### src/rtl/core/dra_pkg.sv
// Shared constants, codes and the online slot record for the device registry.
`timescale 1ns / 1ps
package dra_pkg;

  localparam int MAX_ONLINE_DEF     = 16;
  localparam int MAX_REGISTERED_DEF = 16;

  localparam logic [31:0] TIMEOUT_RST = 32'd30000;

  localparam logic [2:0] OP_REPORT = 3'd0;
  localparam logic [2:0] OP_PONG   = 3'd1;
  localparam logic [2:0] OP_REG    = 3'd2;
  localparam logic [2:0] OP_UNREG  = 3'd3;
  localparam logic [2:0] OP_SWEEP  = 3'd4;

  localparam logic [2:0] ST_OK        = 3'd0;
  localparam logic [2:0] ST_AUTOREG   = 3'd1;
  localparam logic [2:0] ST_FULL_STOP = 3'd2;
  localparam logic [2:0] ST_NO_SLOT   = 3'd3;
  localparam logic [2:0] ST_NOT_FOUND = 3'd4;

  typedef struct packed {
    logic [31:0] id;
    logic [7:0]  battery;
    logic [7:0]  camera;
    logic [31:0] uptime;
    logic [7:0]  brightness;
    logic        stopped;
    logic [8:0]  rssi;
    logic [7:0]  snr;
    logic [15:0] ping;
    logic [31:0] stamp_ms;
  } slot_rec_t;

endpackage

### src/rtl/core/dra_reg_cell.sv
// One cell of the registration ring: holds a device ID and passes it on when shifted.
`timescale 1ns / 1ps
module dra_reg_cell (
  input  logic        clk,
  input  logic        shift_en,
  input  logic [31:0] d_in,
  output logic [31:0] q
);

  logic [31:0] id_r;

  always_ff @(posedge clk) begin
    if (shift_en) begin
      id_r <= d_in;
    end
  end

  assign q = id_r;

endmodule

### src/rtl/core/dra_slot_cell.sv
// One cell of the online ring: a valid bit and a slot record, passed on when shifted.
`timescale 1ns / 1ps
module dra_slot_cell (
  input  logic                clk,
  input  logic                rst_n,
  input  logic                shift_en,
  input  logic                v_in,
  input  dra_pkg::slot_rec_t  rec_in,
  output logic                v_q,
  output dra_pkg::slot_rec_t  rec_q
);
  import dra_pkg::*;

  logic      valid_r;
  slot_rec_t rec_r;

  // Only the valid bit needs reset; a record is read only while valid.
  always_ff @(posedge clk) begin
    if (!rst_n) begin
      valid_r <= 1'b0;
    end else if (shift_en) begin
      valid_r <= v_in;
    end
  end

  always_ff @(posedge clk) begin
    if (shift_en) begin
      rec_r <= rec_in;
    end
  end

  assign v_q   = valid_r;
  assign rec_q = rec_r;

endmodule

### src/rtl/core/device_registry_with_aging_core.sv
// Device registry with aging: registration ring, online ring and the sequencer.
// Each word is captured in idle, then runs the registration pass, the online pass, the write
// pass when a report or pong writes a slot, and the done state, which registers the result.
// One word is processed at a time; the next word is taken only once the block is back in
// idle after the result is registered, so it waits longer while the result is stalled.
// Reset (rst_n low, synchronous) empties both tables, clears the counters and loads the idle
// timeout with 30000. Slot records and IDs are not cleared; valid bits and the count guard them.
`timescale 1ns / 1ps
module device_registry_with_aging_core #(
  parameter int MAX_ONLINE     = dra_pkg::MAX_ONLINE_DEF,
  parameter int MAX_REGISTERED = dra_pkg::MAX_REGISTERED_DEF
) (
  input  logic        clk,
  input  logic        rst_n,
  input  logic        cfg_wr_en,
  input  logic [31:0] cfg_wr_data,
  input  logic        in_valid,
  output logic        in_stall,
  input  logic [2:0]  in_op,
  input  logic [31:0] in_device_id,
  input  logic [7:0]  in_battery,
  input  logic [7:0]  in_camera_id,
  input  logic [31:0] in_uptime,
  input  logic [7:0]  in_brightness,
  input  logic        in_stopped_flag,
  input  logic signed [8:0] in_rssi,
  input  logic signed [7:0] in_snr,
  input  logic [15:0] in_sent_stamp_low,
  input  logic [31:0] in_now_ms,
  output logic        out_valid,
  input  logic        out_stall,
  output logic [2:0]  out_status,
  output logic [3:0]  out_slot,
  output logic [15:0] out_round_trip_ms,
  output logic [4:0]  out_online_count,
  output logic [4:0]  out_registered_count,
  output logic [4:0]  out_removed_count,
  output logic        out_changed
);
  import dra_pkg::*;

  // Both tables live in rings of cells. In every pass the ring shifts once per cycle
  // toward cell 0, and cell 0 feeds the last cell, so that in cycle k of a pass the
  // head (cell 0) holds entry k. After a full pass every entry is back in place. An
  // entry is edited by replacing the head value on its way back into the ring.
  localparam int MO   = MAX_ONLINE;
  localparam int MR   = MAX_REGISTERED;
  localparam int MAXN = (MO > MR) ? MO : MR;
  localparam int CW   = $clog2(MAXN + 1);

  localparam logic [2:0] S_IDLE = 3'd0;
  localparam logic [2:0] S_REG  = 3'd1;
  localparam logic [2:0] S_ONL  = 3'd2;
  localparam logic [2:0] S_WR   = 3'd3;
  localparam logic [2:0] S_DONE = 3'd4;

  // Ring wiring.
  logic [31:0] rq [MR];
  logic [31:0] rd [MR];
  logic        vq [MO];
  logic        vd [MO];
  slot_rec_t   recq [MO];
  slot_rec_t   recd [MO];

  logic        reg_shift;
  logic        onl_shift;
  logic [31:0] reg_head_mod;
  logic        onl_v_mod;
  slot_rec_t   onl_rec_mod;

  for (genvar gi = 0; gi < MR; gi++) begin : g_reg
    if (gi == MR - 1) begin : g_tail
      assign rd[gi] = reg_head_mod;
    end else begin : g_mid
      assign rd[gi] = rq[gi + 1];
    end
    dra_reg_cell u_cell (
      .clk      (clk),
      .shift_en (reg_shift),
      .d_in     (rd[gi]),
      .q        (rq[gi])
    );
  end

  for (genvar gj = 0; gj < MO; gj++) begin : g_onl
    if (gj == MO - 1) begin : g_tail
      assign vd[gj]   = onl_v_mod;
      assign recd[gj] = onl_rec_mod;
    end else begin : g_mid
      assign vd[gj]   = vq[gj + 1];
      assign recd[gj] = recq[gj + 1];
    end
    dra_slot_cell u_cell (
      .clk      (clk),
      .rst_n    (rst_n),
      .shift_en (onl_shift),
      .v_in     (vd[gj]),
      .rec_in   (recd[gj]),
      .v_q      (vq[gj]),
      .rec_q    (recq[gj])
    );
  end

  // Control and captured word.
  logic [2:0]  state_r, state_nxt;
  logic [CW-1:0] cnt_r, cnt_nxt;
  logic [31:0] timeout_r, timeout_nxt;

  logic [2:0]  op_r, op_nxt;
  logic [31:0] id_r, id_nxt;
  logic [7:0]  bat_r, bat_nxt;
  logic [7:0]  cam_r, cam_nxt;
  logic [31:0] up_r, up_nxt;
  logic [7:0]  bri_r, bri_nxt;
  logic        stp_r, stp_nxt;
  logic [8:0]  rssi_r, rssi_nxt;
  logic [7:0]  snr_r, snr_nxt;
  logic [15:0] sent_r, sent_nxt;
  logic [31:0] now_r, now_nxt;

  logic [CW-1:0] reg_cnt_r, reg_cnt_nxt;
  logic [CW-1:0] onl_cnt_r, onl_cnt_nxt;

  logic          reg_hit_r, reg_hit_nxt;
  logic [CW-1:0] reg_idx_r, reg_idx_nxt;
  logic [31:0]   last_val_r, last_val_nxt;
  logic          rw_en_r, rw_en_nxt;
  logic [CW-1:0] rw_idx_r, rw_idx_nxt;
  logic [31:0]   rw_val_r, rw_val_nxt;

  logic          onl_hit_r, onl_hit_nxt;
  logic [CW-1:0] onl_idx_r, onl_idx_nxt;
  logic          free_ok_r, free_ok_nxt;
  logic [CW-1:0] free_idx_r, free_idx_nxt;
  logic [CW-1:0] removed_r, removed_nxt;
  logic          wr_go_r, wr_go_nxt;
  logic          claim_r, claim_nxt;
  logic [CW-1:0] tgt_r, tgt_nxt;
  logic [2:0]    status_r, status_nxt;

  logic        out_valid_r, out_valid_nxt;
  logic [2:0]  out_status_r, out_status_nxt;
  logic [3:0]  out_slot_r, out_slot_nxt;
  logic [15:0] out_rtt_r, out_rtt_nxt;
  logic [4:0]  out_onl_r, out_onl_nxt;
  logic [4:0]  out_reg_r, out_reg_nxt;
  logic [4:0]  out_rem_r, out_rem_nxt;
  logic        out_chg_r, out_chg_nxt;

  // Per-cycle observations at the ring heads.
  logic          reg_match;
  logic          reg_hit_w;
  logic [CW-1:0] reg_idx_w;
  logic          is_last;
  logic [31:0]   last_w;
  logic          reg_full;
  logic          onl_live;
  logic          onl_match;
  logic          onl_hit_w;
  logic [CW-1:0] onl_idx_w;
  logic          free_w;
  logic [CW-1:0] free_idx_w;
  logic          sweep_hit;
  logic [CW-1:0] removed_w;
  logic [15:0]   rtt;
  slot_rec_t     new_rec;

  assign rtt = now_r[15:0] - sent_r;

  assign reg_match = (cnt_r < reg_cnt_r) && (rq[0] == id_r);
  assign reg_hit_w = reg_hit_r || reg_match;
  assign reg_idx_w = reg_hit_r ? reg_idx_r : cnt_r;
  assign is_last   = (CW'(cnt_r + 1'b1) == reg_cnt_r);
  assign last_w    = is_last ? rq[0] : last_val_r;
  assign reg_full  = (reg_cnt_r == CW'(MR));

  assign onl_live   = (cnt_r < CW'(MO));
  assign onl_match  = onl_live && vq[0] && (recq[0].id == id_r);
  assign onl_hit_w  = onl_hit_r || onl_match;
  assign onl_idx_w  = onl_hit_r ? onl_idx_r : cnt_r;
  assign free_w     = free_ok_r || (onl_live && !vq[0]);
  assign free_idx_w = free_ok_r ? free_idx_r : cnt_r;
  assign sweep_hit  = (op_r == OP_SWEEP) && onl_live && vq[0] &&
                      ((now_r - recq[0].stamp_ms) > timeout_r);
  assign removed_w  = removed_r + CW'(sweep_hit);

  // Record written into the target slot. A claimed slot starts from a cleared record.
  always_comb begin
    if (claim_r) begin
      new_rec    = '0;
      new_rec.id = id_r;
    end else begin
      new_rec = recq[0];
    end
    if (op_r == OP_PONG) begin
      new_rec.ping = rtt;
    end else begin
      new_rec.battery    = bat_r;
      new_rec.camera     = cam_r;
      new_rec.uptime     = up_r;
      new_rec.brightness = bri_r;
      new_rec.stopped    = stp_r;
      new_rec.rssi       = rssi_r;
      new_rec.snr        = snr_r;
    end
    new_rec.stamp_ms = now_r;
  end

  assign in_stall = (state_r != S_IDLE);

  always_comb begin
    state_nxt    = state_r;
    cnt_nxt      = cnt_r;
    timeout_nxt  = timeout_r;
    op_nxt       = op_r;
    id_nxt       = id_r;
    bat_nxt      = bat_r;
    cam_nxt      = cam_r;
    up_nxt       = up_r;
    bri_nxt      = bri_r;
    stp_nxt      = stp_r;
    rssi_nxt     = rssi_r;
    snr_nxt      = snr_r;
    sent_nxt     = sent_r;
    now_nxt      = now_r;
    reg_cnt_nxt  = reg_cnt_r;
    onl_cnt_nxt  = onl_cnt_r;
    reg_hit_nxt  = reg_hit_r;
    reg_idx_nxt  = reg_idx_r;
    last_val_nxt = last_val_r;
    rw_en_nxt    = rw_en_r;
    rw_idx_nxt   = rw_idx_r;
    rw_val_nxt   = rw_val_r;
    onl_hit_nxt  = onl_hit_r;
    onl_idx_nxt  = onl_idx_r;
    free_ok_nxt  = free_ok_r;
    free_idx_nxt = free_idx_r;
    removed_nxt  = removed_r;
    wr_go_nxt    = wr_go_r;
    claim_nxt    = claim_r;
    tgt_nxt      = tgt_r;
    status_nxt   = status_r;

    out_valid_nxt  = out_valid_r && out_stall;
    out_status_nxt = out_status_r;
    out_slot_nxt   = out_slot_r;
    out_rtt_nxt    = out_rtt_r;
    out_onl_nxt    = out_onl_r;
    out_reg_nxt    = out_reg_r;
    out_rem_nxt    = out_rem_r;
    out_chg_nxt    = out_chg_r;

    reg_shift    = 1'b0;
    onl_shift    = 1'b0;
    reg_head_mod = rq[0];
    onl_v_mod    = vq[0];
    onl_rec_mod  = recq[0];

    if (cfg_wr_en) begin
      timeout_nxt = cfg_wr_data;
    end

    case (state_r)
      S_IDLE: begin
        if (in_valid) begin
          op_nxt       = in_op;
          id_nxt       = in_device_id;
          bat_nxt      = in_battery;
          cam_nxt      = in_camera_id;
          up_nxt       = in_uptime;
          bri_nxt      = in_brightness;
          stp_nxt      = in_stopped_flag;
          rssi_nxt     = in_rssi;
          snr_nxt      = in_snr;
          sent_nxt     = in_sent_stamp_low;
          now_nxt      = in_now_ms;
          cnt_nxt      = '0;
          reg_hit_nxt  = 1'b0;
          rw_en_nxt    = 1'b0;
          onl_hit_nxt  = 1'b0;
          free_ok_nxt  = 1'b0;
          removed_nxt  = '0;
          wr_go_nxt    = 1'b0;
          claim_nxt    = 1'b0;
          tgt_nxt      = '0;
          status_nxt   = ST_OK;
          state_nxt    = S_REG;
        end
      end

      // Registration pass: look the ID up and catch the last entry.
      S_REG: begin
        reg_shift   = 1'b1;
        reg_hit_nxt = reg_hit_w;
        reg_idx_nxt = reg_idx_w;
        if (is_last) begin
          last_val_nxt = rq[0];
        end
        cnt_nxt = CW'(cnt_r + 1'b1);
        if (cnt_r == CW'(MR - 1)) begin
          cnt_nxt   = '0;
          state_nxt = S_ONL;
          case (op_r)
            OP_REPORT: begin
              if (!reg_hit_w) begin
                if (!reg_full) begin
                  rw_en_nxt   = 1'b1;
                  rw_idx_nxt  = reg_cnt_r;
                  rw_val_nxt  = id_r;
                  reg_cnt_nxt = CW'(reg_cnt_r + 1'b1);
                  status_nxt  = ST_AUTOREG;
                end else begin
                  status_nxt = ST_FULL_STOP;
                end
              end
            end
            OP_REG: begin
              if (!reg_hit_w && !reg_full) begin
                rw_en_nxt   = 1'b1;
                rw_idx_nxt  = reg_cnt_r;
                rw_val_nxt  = id_r;
                reg_cnt_nxt = CW'(reg_cnt_r + 1'b1);
              end
            end
            OP_UNREG: begin
              if (!reg_hit_w) begin
                status_nxt = ST_NOT_FOUND;
              end else begin
                // The last entry fills the gap unless the gap is the last entry.
                rw_en_nxt   = (CW'(reg_idx_w + 1'b1) < reg_cnt_r);
                rw_idx_nxt  = reg_idx_w;
                rw_val_nxt  = last_w;
                reg_cnt_nxt = CW'(reg_cnt_r - 1'b1);
              end
            end
            default: begin
            end
          endcase
        end
      end

      // Online pass: lookup, first free slot and the aging sweep, while the
      // registration ring turns once more to take its pending edit.
      S_ONL: begin
        reg_shift = (cnt_r < CW'(MR));
        if (rw_en_r && (cnt_r == rw_idx_r)) begin
          reg_head_mod = rw_val_r;
        end
        onl_shift = onl_live;
        if (sweep_hit) begin
          onl_v_mod = 1'b0;
        end
        onl_hit_nxt  = onl_hit_w;
        onl_idx_nxt  = onl_idx_w;
        free_ok_nxt  = free_w;
        free_idx_nxt = free_idx_w;
        removed_nxt  = removed_w;
        cnt_nxt      = CW'(cnt_r + 1'b1);
        if (cnt_r == CW'(MAXN - 1)) begin
          cnt_nxt   = '0;
          state_nxt = S_DONE;
          case (op_r)
            OP_REPORT: begin
              if (status_r != ST_FULL_STOP) begin
                if (onl_hit_w) begin
                  tgt_nxt   = onl_idx_w;
                  wr_go_nxt = 1'b1;
                  state_nxt = S_WR;
                end else if (free_w) begin
                  tgt_nxt     = free_idx_w;
                  claim_nxt   = 1'b1;
                  wr_go_nxt   = 1'b1;
                  onl_cnt_nxt = CW'(onl_cnt_r + 1'b1);
                  state_nxt   = S_WR;
                end else begin
                  status_nxt = ST_NO_SLOT;
                end
              end
            end
            OP_PONG: begin
              if (onl_hit_w) begin
                tgt_nxt   = onl_idx_w;
                wr_go_nxt = 1'b1;
                state_nxt = S_WR;
              end else begin
                status_nxt = ST_NOT_FOUND;
              end
            end
            OP_SWEEP: begin
              onl_cnt_nxt = CW'(onl_cnt_r - removed_w);
            end
            default: begin
            end
          endcase
        end
      end

      // Write pass: the target slot takes its new record as it passes the head.
      S_WR: begin
        onl_shift = 1'b1;
        if (cnt_r == tgt_r) begin
          onl_v_mod   = 1'b1;
          onl_rec_mod = new_rec;
        end
        cnt_nxt = CW'(cnt_r + 1'b1);
        if (cnt_r == CW'(MO - 1)) begin
          cnt_nxt   = '0;
          state_nxt = S_DONE;
        end
      end

      // Hand the result to the output register once it is free.
      S_DONE: begin
        if (!out_valid_r || !out_stall) begin
          out_valid_nxt  = 1'b1;
          out_status_nxt = status_r;
          out_slot_nxt   = wr_go_r ? 4'(tgt_r) : 4'd0;
          out_rtt_nxt    = (wr_go_r && (op_r == OP_PONG)) ? rtt : 16'd0;
          out_onl_nxt    = 5'(onl_cnt_r);
          out_reg_nxt    = 5'(reg_cnt_r);
          out_rem_nxt    = 5'(removed_r);
          out_chg_nxt    = wr_go_r || (removed_r != '0);
          state_nxt      = S_IDLE;
        end
      end

      default: begin
        state_nxt = S_IDLE;
      end
    endcase
  end

  always_ff @(posedge clk) begin
    if (!rst_n) begin
      state_r     <= S_IDLE;
      cnt_r       <= '0;
      timeout_r   <= TIMEOUT_RST;
      reg_cnt_r   <= '0;
      onl_cnt_r   <= '0;
      out_valid_r <= 1'b0;
    end else begin
      state_r     <= state_nxt;
      cnt_r       <= cnt_nxt;
      timeout_r   <= timeout_nxt;
      reg_cnt_r   <= reg_cnt_nxt;
      onl_cnt_r   <= onl_cnt_nxt;
      out_valid_r <= out_valid_nxt;
    end
  end

  always_ff @(posedge clk) begin
    op_r         <= op_nxt;
    id_r         <= id_nxt;
    bat_r        <= bat_nxt;
    cam_r        <= cam_nxt;
    up_r         <= up_nxt;
    bri_r        <= bri_nxt;
    stp_r        <= stp_nxt;
    rssi_r       <= rssi_nxt;
    snr_r        <= snr_nxt;
    sent_r       <= sent_nxt;
    now_r        <= now_nxt;
    reg_hit_r    <= reg_hit_nxt;
    reg_idx_r    <= reg_idx_nxt;
    last_val_r   <= last_val_nxt;
    rw_en_r      <= rw_en_nxt;
    rw_idx_r     <= rw_idx_nxt;
    rw_val_r     <= rw_val_nxt;
    onl_hit_r    <= onl_hit_nxt;
    onl_idx_r    <= onl_idx_nxt;
    free_ok_r    <= free_ok_nxt;
    free_idx_r   <= free_idx_nxt;
    removed_r    <= removed_nxt;
    wr_go_r      <= wr_go_nxt;
    claim_r      <= claim_nxt;
    tgt_r        <= tgt_nxt;
    status_r     <= status_nxt;
    out_status_r <= out_status_nxt;
    out_slot_r   <= out_slot_nxt;
    out_rtt_r    <= out_rtt_nxt;
    out_onl_r    <= out_onl_nxt;
    out_reg_r    <= out_reg_nxt;
    out_rem_r    <= out_rem_nxt;
    out_chg_r    <= out_chg_nxt;
  end

  assign out_valid            = out_valid_r;
  assign out_status           = out_status_r;
  assign out_slot             = out_slot_r;
  assign out_round_trip_ms    = out_rtt_r;
  assign out_online_count     = out_onl_r;
  assign out_registered_count = out_reg_r;
  assign out_removed_count    = out_rem_r;
  assign out_changed          = out_chg_r;

endmodule

### config.mk
export PLATFORM = sky130hd
export DESIGN_NAME = device_registry_with_aging_core
export DESIGN_NICKNAME = d
export VERILOG_FILES = /design/src/rtl/core/dra_pkg.sv /design/src/rtl/core/dra_reg_cell.sv /design/src/rtl/core/dra_slot_cell.sv /design/src/rtl/core/device_registry_with_aging_core.sv
export SDC_FILE = /design/constraint.sdc
export NUM_CORES = 1
export LEC_CHECK = 0
export ABC_AREA = 1
export BUFFER_PORTS_ARGS = -buffer_cell sky130_fd_sc_hd__buf_4
export CAP_MARGIN = 20
export CELL_PAD_IN_SITES_DETAIL_PLACEMENT = 1
export CELL_PAD_IN_SITES_GLOBAL_PLACEMENT = 2
export CORE_MARGIN = 2
export CORE_UTILIZATION = 30
export DETAILED_ROUTE_END_ITERATION = 8
export PLACE_DENSITY = 0.66
export SYNTH_ARGS = -nofsm -noshare
export SYNTH_HDL_FRONTEND = slang
export SYNTH_HIERARCHICAL = 1
export SYNTH_SLANG_ARGS = --single-unit
### constraint.sdc
create_clock -name clk -period 122.9 [get_ports clk]
set_clock_uncertainty 0.15 [all_clocks]
set_input_delay 36.87 -clock clk [delete_from_list [all_inputs] [get_ports clk]]
set_output_delay 36.87 -clock clk [all_outputs]
set_load 0.005 [all_outputs]
# Word level (Yosys, flattened, before mapping)
# Index checks and enable logic that the tools add are counted.
[word_totals] ff_bits=3342 latchBits=0 ramBits=0 mem_bits_ro=0 input_bits=194 out_inout_bits=41 wordCells=429 mem_count=0
[classes] n_addsub=9 multipliers=0 div_mod_pow=0 order_cmp=4 n_eq_ne=46 shift=0 n_mux=95 bitwise_logic=0 reduce_logical=44
[op_table] operator="$mux W154" n=3
[op_table] operator="$mux W32" n=7
[op_table] operator="$mux W5" n=21
[op_table] operator="$pmux W32 S3" n=1
[op_table] operator="$mux W74" n=1
[op_table] operator="$eq A32 B32 Y1" n=2
[op_table] operator="$mux W3" n=18
[op_table] operator="$pmux W5 S2" n=5
[op_table] operator="$ne A3 B3 Y1 const B" n=11
[op_table] operator="$gt A32 B32 Y1" n=1
[op_table] operator="$sub A32 B32 Y32" n=1
[op_table] operator="$ne A2 B2 Y1 const B" n=15
[op_table] operator="$pmux W5 S3" n=2
[op_table] operator="$reduce_and A7 Y1" n=3
[op_table] operator="$add A5 B1 Y5 const B" n=4
[op_table] operator="$pmux W1 S2" n=10
[op_table] operator="$mux W1" n=19
[op_table] operator="$pmux W3 S2" n=3
[op_table] operator="$mux W16" n=1
[op_table] operator="$sub A16 B16 Y16" n=1
[op_table] operator="$eq A5 B5 Y1" n=3
[op_table] operator="$pmux W3 S5" n=1
[op_table] operator="$eq A3 B2 Y1 const B" n=4
[op_table] operator="$reduce_and A12 Y1" n=1
[op_table] operator="other kinds (28)" n=60

# Logic depth before layout (Yosys ltp)
[depth] depth_word=9 ltp_mapped=35 mapped_depth_nobuf=35

# Modules after synthesis
# The synthesis kept the hierarchy.
[modules_own_cells] module="dra_slot_cell" n_inst=16 cells_each=160 area_each_um2=4665.7 seq_area_each_um2=4644.5
[modules_own_cells] module="device_registry_with_aging_core" n_inst=1 cells_each=2319 area_each_um2=20315.7 seq_area_each_um2=9999.6
[modules_own_cells] module="dra_reg_cell" n_inst=16 cells_each=32 area_each_um2=960.9 seq_area_each_um2=960.9

# Worst setup path after synthesis
# Ideal clock, no wire load.
[synth_path] path_kind="reg-to-reg" start="reg state_r[1]" end="reg g_onl[0].u_cell.rec_r, in the netlist g_onl[0].u_cell/rec_q[0] (enable)" setup_ns=6.200 arrival_time_ns=119.612 required_ns=116.550 setup_slack_ns=-3.062 stages_incl_launch_ff=5 path_buffers=0 synth_period_minus_slack_ns=125.962 path_cell_list="dfxtp_1 inv_1 nor2_2 inv_2 a21oi_1"
[synth_via] elab_chain_cells=2 elab_cells_between_ends=3
[synth_lines] element="from (decl)" line="device_registry_with_aging_core.sv:105" source="logic [2:0] state_r, state_nxt;"
[synth_lines] element="from (signal assigned)" line="device_registry_with_aging_core.sv:442" source="state_r <= state_nxt;"
[synth_lines] element="$eq A3 B2 Y1" line="device_registry_with_aging_core.sv:263" source="case (state_r)"
[synth_lines] element="$pmux W1 S2 *" line="device_registry_with_aging_core.sv:263"
[synth_lines] element="net onl_shift" line="device_registry_with_aging_core.sv:66" source="logic onl_shift;"
[synth_lines] element="to (signal assigned)" line="dra_slot_cell.sv:28" source="rec_r <= rec_in;"
[synth_lines] element="to (decl)" line="dra_slot_cell.sv:15" source="slot_rec_t rec_r;"
# Mark *: on every way through the listed nets, which the timed path passes. The rest lies on a longest branch.
# A chain may end at the register's enable or synchronous reset.

# Final worst setup path
[layout_path] start="reg state_r[2]" end="out in_stall"
[layout_via] elab_chain_cells=1
[layout_lines] element="$reduce_bool A3 Y1" line="device_registry_with_aging_core.sv:209" source="assign in_stall = (state_r != S_IDLE);"
[layout_lines] element="to (decl)" line="device_registry_with_aging_core.sv:18" source="output logic in_stall,"
# No other way between the ends.

==> flow_summary.json <==
{
  "layout_common_cells": "edfxtp_1 (1761), nand2_1 (468), inv_1 (292)",
  "ys_warn_count": 6,
  "netSwitchingFraction_pct": 26.9,
  "gp_congestion": 0.783,
  "p_per_area_nw_per_um2": 23.3,
  "fmax_mhz": 25.8,
  "design_area_um2": 74000,
  "syn_area_um2": 63400,
  "die_h_um": 464,
  "timing.critical_path.buf_inv": 3,
  "port_buffers": 160,
  "vias": 29236,
  "relSlewSlack_pct": 18.0,
  "crit_arrival_ns": 1.76,
  "wl_met3_um": 4690,
  "m1WireLength_um": 59600,
  "mostFrequentLayoutCell": "edfxtp_1",
  "tns_ns": 0,
  "htree_levels": 4,
  "cts_buffer_depth": 3,
  "max_stage_delay_ns": 0.40,
  "grt.total_usage_pct": 11.4,
  "worstPathRequired_ns": 85.88,
  "post-cts-setup-buffers": 0,
  "first_iter_violations": 2406,
  "drt_pass1_iterations": 7,
  "endpoint_kind": "output pin",
  "fin_hold_ws_ns": 0.235,
  "timing.rr.start": "now_r[0]",
  "layoutNonFillerInstCount": 6856,
  "die_area_um2": 215000,
  "wl_um": 123000,
  "dpl_cell_area_um2": 68200,
  "grt_pass1_wl_um": 187000,
  "final_util_pct": 35.3,
  "cp_slowest_cell": "dfxtp_1",
  "syn_nets": 3884,
  "coreArea_um2": 210000,
  "drc": 0,
  "ir_drop_uv": 20.5,
  "ctsResizeCount": 0,
  "pwr-share-comb_pct": 13.9,
  "fin_ws_ns": 84.12,
  "antenna_found_initial": 10,
  "dp_hpwl_um": 76800,
  "power_leakage_nw": 25.3,
  "root_buffer": "clkbuf_16",
  "nets": 4206,
  "die_w_um": 464,
  "ios": 235,
  "startpoint": "state_r[2]",
  "vias_per_cell": 4.26,
  "finalMaxSlewViolations": 0,
  "clkTransAtPathRegs_ns": 0.06,
  "placedCellCount": 6528,
  "area_growth_pct": 16.7,
  "seq_power_share_pct": 55.3,
  "tightest_slew_ns": 1.23,
  "cp_cell_sequence": "nor2_1 > inv_1 > nor2_1 > inv_1 > buf_4",
  "wl_per_cell_um": 18.0,
  "start_util_pct": 30.2,
  "hold_violations": 0,
  "max-cap-violations": 0,
  "pwr-share-clk_pct": 30.9,
  "rsz0062_at_grt": "false",
  "netlist_instances": 3586,
  "status": "completed",
  "finalCritPeriodShare_pct": 31.6,
  "final.min_clock_period_ns": 38.78,
  "grt_max_degree": 216,
  "ant_nets": 0,
  "preCtsSetupSlack_ns": 83.36,
  "hp-class": "reg -> reg",
  "fp-row-count": 168,
  "p_int_mw": 1.26,
  "fin_total_pwr_mw": 1.73,
  "top_layer": "met4",
  "critPathTopFamily": "buffers and inverters",
  "switchingPower_uw": 465,
  "critPathLaunchType": "register",
  "grt_pass1_vias": 30029,
  "cts_tree": "built",
  "crit_type": "reg -> out",
  "min_from": "g_onl[10].u_cell/rec_q[23]",
  "syn_area_per_cell_um2": 17.7,
  "clock_latency_ns": 0.80,
  "drive_gt1_share_pct": 13.7,
  "wl_met2_um": 55800,
  "numCtsBuffers": 178,
  "crit_fanout": 4,
  "grt-ovfl-total": 0,
  "setup_violations": 0,
  "hold_buffers": 0,
  "clock_sinks": 1828
}
final timing paths:
| check | to | slack (ns) | depth (start not counted) |
|---|---|---|---|
| worst min register to register | g_onl[9].u_cell/rec_q[23] | 0.24 | 0 |
| worst min-delay path | g_onl[9].u_cell/rec_q[23] | 0.24 | 0 |
| worst max-delay path | in_stall | 84.12 | 5 |
| worst max register to register | onl_cnt_r[4] | 116.18 | 31 |
power by group through the flow:
stage / Clock (mW) / Combinational, mW / Sequential [mW]
after floorplan: 0 / 0.170 / 1.24
after global placement: 0 / 0.236 / 0.961
after detailed placement: 0 / 0.243 / 0.968
after CTS: 0.553 / 0.243 / 0.960
after global routing: 0.575 / 0.274 / 0.972
final: 0.533 / 0.239 / 0.955
registers in the layout, summed over array words and instances, names as in the netlist, 16 cells and up:
signal	count
g_onl.u_cell/rec_q	1024
g.u_cell/q	512
id_r	32
last_val_r	32
now_r	32
rw_val_r	32
timeout_r	32
g_onl.u_cell/v_q	16
out_round_trip_ms	16
sent_r	16
area by class of cell:
| cell class | instances | area (um^2) |
|---|---|---|
| Antenna cell | 2 | 5.00 |
| Clock buffer | 213 | 4640 |
| Clock inverter | 108 | 1110 |
| Fill cell | 21115 | 136000 |
| Inverter | 304 | 1140 |
| Multi-Input combinational cell | 1402 | 7820 |
| Sequential cell | 1828 | 54200 |
| Tap cell | 2805 | 3510 |
| Timing Repair Buffer | 194 | 1590 |
routing by layer:
layer	up-vias	global-route usage, %
met3	219	2.29
met2	472	17.4
li1	13790	-
met4	0	3.44
met5	-	0
met1	14755	16.5
(Power assumes the default switching activity.)
